File: src/rtl/core/ibni_pkg.sv
// Shared constants, types and command/status structs for the IMU bias and noise injector.
`default_nettype none
package ibni_pkg;

  localparam int unsigned NUM_AXES   = 6;
  localparam int unsigned AXIS_W     = 3;
  localparam int unsigned DATA_W     = 32;
  localparam int unsigned SIGMA_W    = 20;
  localparam int unsigned CFG_IDX_W  = 3;
  localparam int unsigned STEPS      = 2 * NUM_AXES;
  localparam int unsigned STEP_CNT_W = 4;
  localparam int unsigned NUM_ACCEL  = 3;

  localparam logic [31:0] RNG_SEED_DEFAULT = 32'd1;
  localparam logic [31:0] LCG_MUL          = 32'd1664525;
  localparam logic [31:0] LCG_ADD          = 32'd1013904223;
  // 0.5*sqrt(3) in Q0.16
  localparam logic [16:0] HALF_SQRT3_Q16   = 17'd56756;
  localparam int unsigned NOISE_SHIFT      = 39;

  localparam logic [SIGMA_W-1:0] ACCEL_SIGMA_RST = 20'd3277;
  localparam logic [SIGMA_W-1:0] GYRO_SIGMA_RST  = 20'd655;

  // Register indexes
  localparam logic [CFG_IDX_W-1:0] CFG_ACCEL_SIGMA = 3'd6;
  localparam logic [CFG_IDX_W-1:0] CFG_GYRO_SIGMA  = 3'd7;

  typedef logic [AXIS_W-1:0] axis_t;

  typedef struct packed {
    logic  load_in;
    logic  step;
    logic  second;
    axis_t axis;
    logic  load_out;
  } ibni_cmd_t;

  typedef struct packed {
    logic pipe_empty;
    logic out_free;
  } ibni_sts_t;

endpackage
`default_nettype wire

File: src/rtl/core/ibni_ctrl.sv
// Sequencer: accepts a sample, issues the twelve draws, waits for drain and hands off the result.
`default_nettype none
module ibni_ctrl (
  input  wire                 clk_i,
  input  wire                 rst_ni,
  input  wire                 s_valid_i,
  output logic                s_ready_o,
  input  wire ibni_pkg::ibni_sts_t sts_i,
  output ibni_pkg::ibni_cmd_t cmd_o
);
  import ibni_pkg::*;

  localparam logic [1:0] ST_IDLE  = 2'd0;
  localparam logic [1:0] ST_DRAW  = 2'd1;
  localparam logic [1:0] ST_DRAIN = 2'd2;

  logic [1:0]            state_q, state_d;
  logic [STEP_CNT_W-1:0] cnt_q, cnt_d;

  always_comb begin
    state_d       = state_q;
    cnt_d         = cnt_q;
    s_ready_o     = 1'b0;
    cmd_o         = '0;
    cmd_o.axis    = cnt_q[STEP_CNT_W-1:1];
    cmd_o.second  = cnt_q[0];
    unique case (state_q)
      ST_IDLE: begin
        s_ready_o = 1'b1;
        if (s_valid_i) begin
          cmd_o.load_in = 1'b1;
          cnt_d         = '0;
          state_d       = ST_DRAW;
        end
      end
      ST_DRAW: begin
        cmd_o.step = 1'b1;
        if (cnt_q == STEP_CNT_W'(STEPS - 1)) begin
          state_d = ST_DRAIN;
        end else begin
          cnt_d = cnt_q + 1'b1;
        end
      end
      ST_DRAIN: begin
        // hold until the last axis is written and the output slot is free
        if (sts_i.pipe_empty && sts_i.out_free) begin
          cmd_o.load_out = 1'b1;
          state_d        = ST_IDLE;
        end
      end
      default: state_d = ST_IDLE;
    endcase
  end

  always_ff @(posedge clk_i or negedge rst_ni) begin
    if (!rst_ni) begin
      state_q <= ST_IDLE;
      cnt_q   <= '0;
    end else begin
      state_q <= state_d;
      cnt_q   <= cnt_d;
    end
  end

endmodule
`default_nettype wire

File: src/rtl/core/ibni_dp.sv
// Datapath: config registers, LCG, noise scaling pipeline, saturating sum and output register.
`default_nettype none
module ibni_dp #(
  parameter logic [31:0] RNG_SEED = ibni_pkg::RNG_SEED_DEFAULT
) (
  input  wire                                                   clk_i,
  input  wire                                                   rst_ni,
  input  wire                                                   cfg_we_i,
  input  wire  [ibni_pkg::CFG_IDX_W-1:0]                        cfg_idx_i,
  input  wire  [ibni_pkg::DATA_W-1:0]                           cfg_wdata_i,
  input  wire  [ibni_pkg::NUM_AXES*ibni_pkg::DATA_W-1:0]        in_data_i,
  input  wire                                                   out_ready_i,
  output logic                                                  out_valid_o,
  output logic [ibni_pkg::NUM_AXES*ibni_pkg::DATA_W-1:0]        out_data_o,
  input  wire ibni_pkg::ibni_cmd_t                              cmd_i,
  output ibni_pkg::ibni_sts_t                                   sts_o
);
  import ibni_pkg::*;

  localparam logic [31:0] SEED_INIT = (RNG_SEED == 32'd0) ? 32'd1 : RNG_SEED;

  // Configuration
  logic [NUM_AXES-1:0][DATA_W-1:0] bias_q;
  logic [SIGMA_W-1:0]              accel_sigma_q, gyro_sigma_q;

  always_ff @(posedge clk_i or negedge rst_ni) begin
    if (!rst_ni) begin
      bias_q        <= '0;
      accel_sigma_q <= ACCEL_SIGMA_RST;
      gyro_sigma_q  <= GYRO_SIGMA_RST;
    end else if (cfg_we_i) begin
      unique case (cfg_idx_i)
        CFG_ACCEL_SIGMA: accel_sigma_q <= cfg_wdata_i[SIGMA_W-1:0];
        CFG_GYRO_SIGMA:  gyro_sigma_q  <= cfg_wdata_i[SIGMA_W-1:0];
        default:         bias_q[cfg_idx_i] <= cfg_wdata_i;
      endcase
    end
  end

  // Generator
  logic [31:0]        lcg_q, lcg_next;
  logic signed [23:0] draw;
  logic signed [23:0] u1_q, u2_q;

  assign lcg_next = 32'(lcg_q * LCG_MUL) + LCG_ADD;
  // top 24 bits, centred: flip the sign bit
  assign draw     = {~lcg_next[31], lcg_next[30:8]};

  always_ff @(posedge clk_i or negedge rst_ni) begin
    if (!rst_ni) begin
      lcg_q <= SEED_INIT;
    end else if (cmd_i.step) begin
      lcg_q <= lcg_next;
    end
  end

  always_ff @(posedge clk_i) begin
    if (cmd_i.step) begin
      if (cmd_i.second) begin
        u2_q <= draw;
      end else begin
        u1_q <= draw;
      end
    end
  end

  // Scaling pipeline; a new axis enters before the previous one has left
  logic               v0_q, v1_q, v2_q, v3_q, v4_q;
  axis_t              ax0_q, ax1_q, ax2_q, ax3_q, ax4_q;
  logic signed [24:0] s_q;
  logic signed [44:0] t_q;
  logic signed [60:0] p_q;
  logic signed [22:0] noise_q;

  logic [SIGMA_W-1:0] sigma_sel;
  logic signed [45:0] t_full;
  logic signed [61:0] p_full;
  logic               p_neg;
  logic [60:0]        p_mag, p_rnd;
  logic [21:0]        q_mag;
  logic signed [22:0] noise_d;

  assign sigma_sel = (ax1_q < AXIS_W'(NUM_ACCEL)) ? accel_sigma_q : gyro_sigma_q;
  assign t_full    = s_q * $signed({1'b0, sigma_sel});
  assign p_full    = t_q * $signed(HALF_SQRT3_Q16);
  assign p_neg     = p_q[60];
  assign p_mag     = p_neg ? 61'(-p_q) : 61'(p_q);
  assign p_rnd     = p_mag + (61'd1 << (NOISE_SHIFT - 1));
  assign q_mag     = p_rnd[60:NOISE_SHIFT];
  assign noise_d   = p_neg ? -$signed({1'b0, q_mag}) : $signed({1'b0, q_mag});

  always_ff @(posedge clk_i or negedge rst_ni) begin
    if (!rst_ni) begin
      v0_q <= 1'b0;
      v1_q <= 1'b0;
      v2_q <= 1'b0;
      v3_q <= 1'b0;
      v4_q <= 1'b0;
    end else begin
      v0_q <= cmd_i.step && cmd_i.second;
      v1_q <= v0_q;
      v2_q <= v1_q;
      v3_q <= v2_q;
      v4_q <= v3_q;
    end
  end

  always_ff @(posedge clk_i) begin
    ax0_q   <= cmd_i.axis;
    ax1_q   <= ax0_q;
    ax2_q   <= ax1_q;
    ax3_q   <= ax2_q;
    ax4_q   <= ax3_q;
    s_q     <= 25'(u1_q) + 25'(u2_q);
    t_q     <= t_full[44:0];
    p_q     <= p_full[60:0];
    noise_q <= noise_d;
  end

  // Sample registers, overwritten in place by the measured values
  logic [NUM_AXES-1:0][DATA_W-1:0] smp_q;
  logic signed [33:0]              sum;
  logic [DATA_W-1:0]               sat;

  assign sum = 34'($signed(smp_q[ax4_q])) + 34'($signed(bias_q[ax4_q])) + 34'(noise_q);

  always_comb begin
    if (sum[33:31] == 3'b000 || sum[33:31] == 3'b111) begin
      sat = sum[31:0];
    end else if (sum[33]) begin
      sat = 32'h8000_0000;
    end else begin
      sat = 32'h7FFF_FFFF;
    end
  end

  always_ff @(posedge clk_i) begin
    if (cmd_i.load_in) begin
      smp_q <= in_data_i;
    end else if (v4_q) begin
      smp_q[ax4_q] <= sat;
    end
  end

  // Output register
  logic                            out_vld_q;
  logic [NUM_AXES-1:0][DATA_W-1:0] out_q;

  always_ff @(posedge clk_i or negedge rst_ni) begin
    if (!rst_ni) begin
      out_vld_q <= 1'b0;
    end else if (cmd_i.load_out) begin
      out_vld_q <= 1'b1;
    end else if (out_ready_i) begin
      out_vld_q <= 1'b0;
    end
  end

  always_ff @(posedge clk_i) begin
    if (cmd_i.load_out) begin
      out_q <= smp_q;
    end
  end

  assign out_valid_o      = out_vld_q;
  assign out_data_o       = out_q;
  assign sts_o.pipe_empty = !(v0_q || v1_q || v2_q || v3_q || v4_q);
  assign sts_o.out_free   = !out_vld_q || out_ready_i;

endmodule
`default_nettype wire

File: src/rtl/core/imu_bias_noise_injector.sv
// Each request runs twelve chained LCG steps through one multiplier, a five-stage noise
// scaling and saturation pipeline and a handoff to the output register, then returns to
// idle; a new request is accepted only after the previous result has been handed off.
// A finished result waits in its output register while the next request is accepted.
// Reset (rst_ni low, asynchronous): biases clear, sigmas take 0.05 and 0.01, generator
// takes RNG_SEED (one when zero), no request or result is pending.
`default_nettype none
module imu_bias_noise_injector #(
  parameter logic [31:0] RNG_SEED = ibni_pkg::RNG_SEED_DEFAULT
) (
  input  wire                                            clk_i,
  input  wire                                            rst_ni,
  input  wire                                            cfg_we_i,
  input  wire  [ibni_pkg::CFG_IDX_W-1:0]                 cfg_idx_i,
  input  wire  [ibni_pkg::DATA_W-1:0]                    cfg_wdata_i,
  input  wire                                            s_axis_tvalid,
  output logic                                           s_axis_tready,
  // true_accel_x, true_accel_y, true_accel_z, true_rate_x, true_rate_y, true_rate_z
  input  wire  [ibni_pkg::NUM_AXES*ibni_pkg::DATA_W-1:0] s_axis_tdata,
  output logic                                           m_axis_tvalid,
  input  wire                                            m_axis_tready,
  // meas_accel_x, meas_accel_y, meas_accel_z, meas_rate_x, meas_rate_y, meas_rate_z
  output logic [ibni_pkg::NUM_AXES*ibni_pkg::DATA_W-1:0] m_axis_tdata
);
  import ibni_pkg::*;

  ibni_cmd_t cmd;
  ibni_sts_t sts;

  ibni_ctrl u_ctrl (
    .clk_i     (clk_i),
    .rst_ni    (rst_ni),
    .s_valid_i (s_axis_tvalid),
    .s_ready_o (s_axis_tready),
    .sts_i     (sts),
    .cmd_o     (cmd)
  );

  ibni_dp #(
    .RNG_SEED (RNG_SEED)
  ) u_dp (
    .clk_i       (clk_i),
    .rst_ni      (rst_ni),
    .cfg_we_i    (cfg_we_i),
    .cfg_idx_i   (cfg_idx_i),
    .cfg_wdata_i (cfg_wdata_i),
    .in_data_i   (s_axis_tdata),
    .out_ready_i (m_axis_tready),
    .out_valid_o (m_axis_tvalid),
    .out_data_o  (m_axis_tdata),
    .cmd_i       (cmd),
    .sts_o       (sts)
  );

endmodule
`default_nettype wire

File: config.mk
export PLATFORM = sky130hd
export DESIGN_NAME = imu_bias_noise_injector
export DESIGN_NICKNAME = d
export VERILOG_FILES = /design/src/rtl/core/ibni_pkg.sv /design/src/rtl/core/ibni_ctrl.sv /design/src/rtl/core/ibni_dp.sv /design/src/rtl/core/imu_bias_noise_injector.sv
export SDC_FILE = /design/constraint.sdc
export NUM_CORES = 2
export LEC_CHECK = 0
export ABC_AREA = 1
export ABC_CLOCK_PERIOD_IN_PS = 10100
export BUFFER_PORTS_ARGS = -buffer_cell sky130_fd_sc_hd__buf_2
export CAP_MARGIN = 0
export CORE_UTILIZATION = 45
export CTS_CLUSTER_DIAMETER = 200
export DETAILED_ROUTE_END_ITERATION = 6
export PLACE_DENSITY = 0.65
export SLEW_MARGIN = 10
export SYNTH_ARGS = -nofsm -noshare
export SYNTH_HDL_FRONTEND = slang
export SYNTH_SLANG_ARGS = --single-unit
File: constraint.sdc
create_clock -name clk_i -period 10.1 [get_ports clk_i]
set_input_delay 1.01 -clock clk_i [delete_from_list [all_inputs] [get_ports clk_i]]
set_output_delay 1.01 -clock clk_i [all_outputs]
set_load 0.005 [all_outputs]
After elaboration in Yosys (flattened, before gate mapping). Cells that the tools add are included.

Register bits after elaboration: 875.

Multiplexer cells: 32. Multipliers: 3. $lt $le $gt $ge: 5. Bitwise operators: 3. $add $sub $neg: 8. Reductions and logical operators: 25. Eq/ne operators: 10.

Operator list (count): bitwise mux 192 bit (2); two-way mux 192 bit (2); binary-select mux 32 bit (select 3 bit) (2); demux 32 bit (select 3 bit) (2); two-way mux 32 bit (6); adder 61 x 39 -> 61 bit (second input constant) (1); two-way mux 61 bit (1); negation 61 bit (1); multiplier 45 x 15 -> 59 bit (second input constant) (1); multiplier 25 x 21 -> 45 bit (1); adder 33 x 23 -> 34 bit (1); adder 32 x 32 -> 33 bit (1); adder 32 x 30 -> 32 bit (second input constant) (1); multiplier 32 x 21 -> 32 bit (second input constant) (1); adder 24 x 24 -> 25 bit (1); negation 22 -> 23 bit (1); two-way mux 22 bit (1); two-way mux 20 bit (1); AND reduction 2 bit (5); equality test 3 bit (second input constant) (3); less-than comparator 3 x 4 -> 1 bit (second input constant) (2); two-way mux 1 bit (8); two-way mux 4 bit (2); one-hot mux 4 bit (2 select lines) (1); other kinds (19) (38).

Depth between registers and ports, before layout.
Word-level depth: 10. Gate-level depth with buffers: 37. Mapped depth without buffers: 36.

By module. A second synthesis with hierarchy kept.

Cells, all modules: 7858. Area, all modules: 74958.1 µm².

Modules (own cells, without submodules): ibni_dp (area an instance 74619.1 µm², cells each 7818, instances 1); ibni_ctrl (area an instance 339.1 µm², cells each 40, instances 1).

Least setup slack after synthesis. Ideal clock, no wire load.

Path type: input to register. Start: in m_axis_tready. End: reg u_dp.out_q, in the netlist u_dp.out_data_o[0], enable pin. Arrival: 9173 ps. Stages: 4. Slack: 179 ps. Required time: 9352 ps. Buffers on the path: 0. Cells stage by stage: inv_1 > nand2_1 > nand3_1 > nor2_1.

RTL lines: start: declaration (line imu_bias_noise_injector.sv:21) `input wire m_axis_tready,`; end signal: assignment (line ibni_dp.sv:161) `out_q <= smp_q;`; end: declaration (line ibni_dp.sv:147) `logic [NUM_AXES-1:0][DATA_W-1:0] out_q;`.

Worst setup path in the final report.
Start: reg u_dp.ax1_q[0]. End: reg u_dp.t_q[41].

Word-level cells in the longest chain between the ends: 3.

RTL lines: start: declaration (line ibni_dp.sv:69) `axis_t ax0_q, ax1_q, ax2_q, ax3_q, ax4_q;`; start signal: assignment (line ibni_dp.sv:110) `ax1_q <= ax0_q;`; less-than comparator 3 x 2 -> 1 bit (line ibni_dp.sv:83) `assign sigma_sel = (ax1_q < AXIS_W'(NUM_ACCEL)) ? accel_sigma_q : gyro_sigma_q;`; two-way mux 20 bit (line ibni_dp.sv:83); multiplier 25 x 21 -> 45 bit (line ibni_dp.sv:84) `assign t_full = s_q * $signed({1'b0, sigma_sel});`; net u_dp.t_full[41] (line ibni_dp.sv:76) `logic signed [45:0] t_full;`; end signal: assignment (line ibni_dp.sv:115) `t_q <= t_full[44:0];`; end: declaration (line ibni_dp.sv:71) `logic signed [44:0] t_q;`.

The timed path passes the listed nets, and every way through them passes these cells. A chain may end at the register's enable or synchronous reset.

==> out/qor.yml <==
status: "complete, no violations"
ys_ff_latch: 875
critPathTopFamily: "adder cells"
final-hold-violation-count: 0
overflow: 0
root_buffer: "clkbuf_16"
hp-class: "reg2reg"
via_per_inst: 5.35
min_to: "u_dp.ax1_q[2]"
worstMarginPinSlew_ps: 1090
core_um2: 166000
clockBufferDepth: 3
fin_tns_setup_ps: 0
critPathSlowestCell: "o21ai_0"
r2r-end: "u_dp.t_q[41]"
grt_usage_pct: 26.3
rows: 149
fin_crit_ps: 8880
routed_wl_um: 223000
syn_area_um2: 75500
ant_nets: 0
synth_compound_area_share_pct: 6.64
endpoint_kind: "flip-flop"
critPathMaxStageDelay_ps: 900
max_slew_margin_pct: 27.1
synth_xor_area_share_pct: 2.63
async_flop_share_pct: 31.5
r2r_cells: 32
synth_top_family_by_area: "adder cells"
dieWidth_um: 412
startpoint_type: "flip-flop"
cp_num_buf_inv: 10
synth_cell_type_count: 63
cts_tree: "yes"
drv_cap: 0
arrival_ps: 9450
antenna_found_initial: 19
clkSinkCount: 875
synthMuxAreaShare_pct: 0
path_class: "reg2reg"
io_pins: 426
synth-simple-area-share_pct: 14.9
hold_depth: 0
gp_congestion: 0.938
clk_latency_ps: 770
cts-hold-fix-buffers: 0
grt_pass1_vias: 58800
grt_start_max_net_pins: 168
final_cell_mix: "nand2_1, inv_1, fa_1, nor2_1, ha_1"
cts_setup_buffers: 0
area_delta_synth_final_pct: 10.7
die_area_um2: 169000
start_util_pct: 45.5
layout_commonest_cell: "nand2_1"
io_buffers: 425
cp.required_ps: 10670
rrSetupSlack_ps: 1220
grt_pass1_wl_um: 342000
syn_inst: 8017
via_count: 57000
route.detailed.drc: 0
synth_ff_type: "edfxtp_1"
dp_hpwl_um: 176000
rsz0062_at_grt: "false"
htreeDepth: 3
drtPass1Iterations: 6
clk_pin_slew_ps: 60
rr_startpoint: "u_dp.ax1_q[0]"
nNetsFinal: 10200
fmax_mhz: 113
numCtsBuffers: 98
slew_viol_final: 0
path_common_cell: "inv_1"
dieHeight_um: 412
ctsResizeCount: 0
setup_viol: 0
synth_sequential_area_ratio_pct: 30.8
hold_path.startpoint: "u_dp.ax0_q[2]"
syn-num-nets: 9800
synth_fa_ha_area_share_pct: 35.9
fin_skew_ps: 114
yosysWarnings: 0
wl_per_cell_um: 20.9
syn_avg_cell_area_um2: 9.42
cp_max_fo: 24
finalCritPeriodShare_pct: 87.9
drive_gt1_share_pct: 9.47
synth_edf_count: 432
drt_iter0_drc: 5243
layer usage:
metal  share of wire, %  track usage, %  up-vias
li1                   -               -    25800
met1                 42            35.8    28400
met2                 46            42.3     2433
met3                8.4            5.01      407
met4                3.5            8.68        8
met5              0.026               0        -
logic make-up after synthesis:
logic type,count (synthesis)
AO/OA/AOI/OAI,858
XOR/XNOR,226
adder cells (fa/ha/maj),1551
buffers and inverters,1796
flip-flops,875
AND/OR/NAND/NOR,2711
state kept, by name, indices dropped and copies added (netlist names), 2 cells and up:
signal and flops:
u_dp.bias_q 192, u_dp.out_data_o 192, u_dp.smp_q 192, u_dp.p_q 59
u_dp.t_q 45, u_dp.lcg_q 32, u_dp.s_q 25, u_dp.u1_q 24
u_dp.u2_q 24, u_dp.noise_q 23, u_dp.accel_sigma_q 20, u_dp.gyro_sigma_q 20
u_ctrl.cnt_q 4, u_dp.ax0_q 3, u_dp.ax1_q 3, u_dp.ax2_q 3
u_dp.ax3_q 3, u_dp.ax4_q 3, u_ctrl.state_q 2
cell type report:
class	instances	area [µm²]
Inverter	1559	5860
Clock buffer	122	2650
Antenna cell	11	27.5
Multi-Input combinational cell	5346	45600
Fill cell	15300	82200
Timing Repair Buffer	494	2680
Clock inverter	64	764
Sequential cell	875	23200
Tap cell	2189	2740
worst max path at each step:
stage                       start  depth (start not counted)                 end
floorplan           m_axis_tready                          4  u_dp.out_data_o[0]
global placement    u_dp.ax1_q[0]                         32        u_dp.t_q[41]
detailed placement  u_dp.ax1_q[0]                         32        u_dp.t_q[41]
CTS                 u_dp.ax1_q[0]                         32        u_dp.t_q[41]
global route        u_dp.ax1_q[0]                         32        u_dp.t_q[41]
finish              u_dp.ax1_q[0]                         32        u_dp.t_q[41]
stage by stage:
| stage | worst slack (ps) | cell area (µm²) | hold slack, ps | instances | util (%) |
|---|---|---|---|---|---|
| 6_report | 1220 | 83500 | 324 | 10700 | 50.4 |
| 5_1_grt | 787 | 83500 | 332 | 10700 | 50.4 |
| 4_1_cts | 1180 | 83500 | 325 | 10600 | 50.4 |
| 3_5_place_dp | 1240 | 80100 | 312 | 10500 | 48.3 |
| 3_3_place_gp | 1310 | 80100 | 315 | 10500 | 48.3 |
| 2_1_floorplan | 179 | 75500 | 310 | 8017 | - |
synthesized netlist by cell type, types with 29 or more instances:
| cell type | number | area [µm²] |
|---|---|---|
| edfxtp_1 | 432 | 13000 |
| xor2_1 | 141 | 1230 |
| o21ai_0 | 342 | 1710 |
| clkbuf_1 | 194 | 728 |
| fa_1 | 1029 | 20600 |
| nand2_1 | 1557 | 5840 |
| xnor2_1 | 84 | 736 |
| nand3_1 | 296 | 1480 |
| nor2_1 | 641 | 2410 |
| nand2_2 | 29 | 181 |
| ha_1 | 522 | 6530 |
| a21oi_1 | 212 | 1060 |
| a22oi_1 | 112 | 841 |
| a31oi_1 | 46 | 288 |
| dfrtp_1 | 262 | 6560 |
| nand4_1 | 82 | 513 |
| dfxtp_1 | 167 | 3340 |
| inv_1 | 1536 | 5770 |
Power is left out: the tool's default activity adds up to more than one toggle a clock period on the data nets, which glitch-free logic cannot reach.
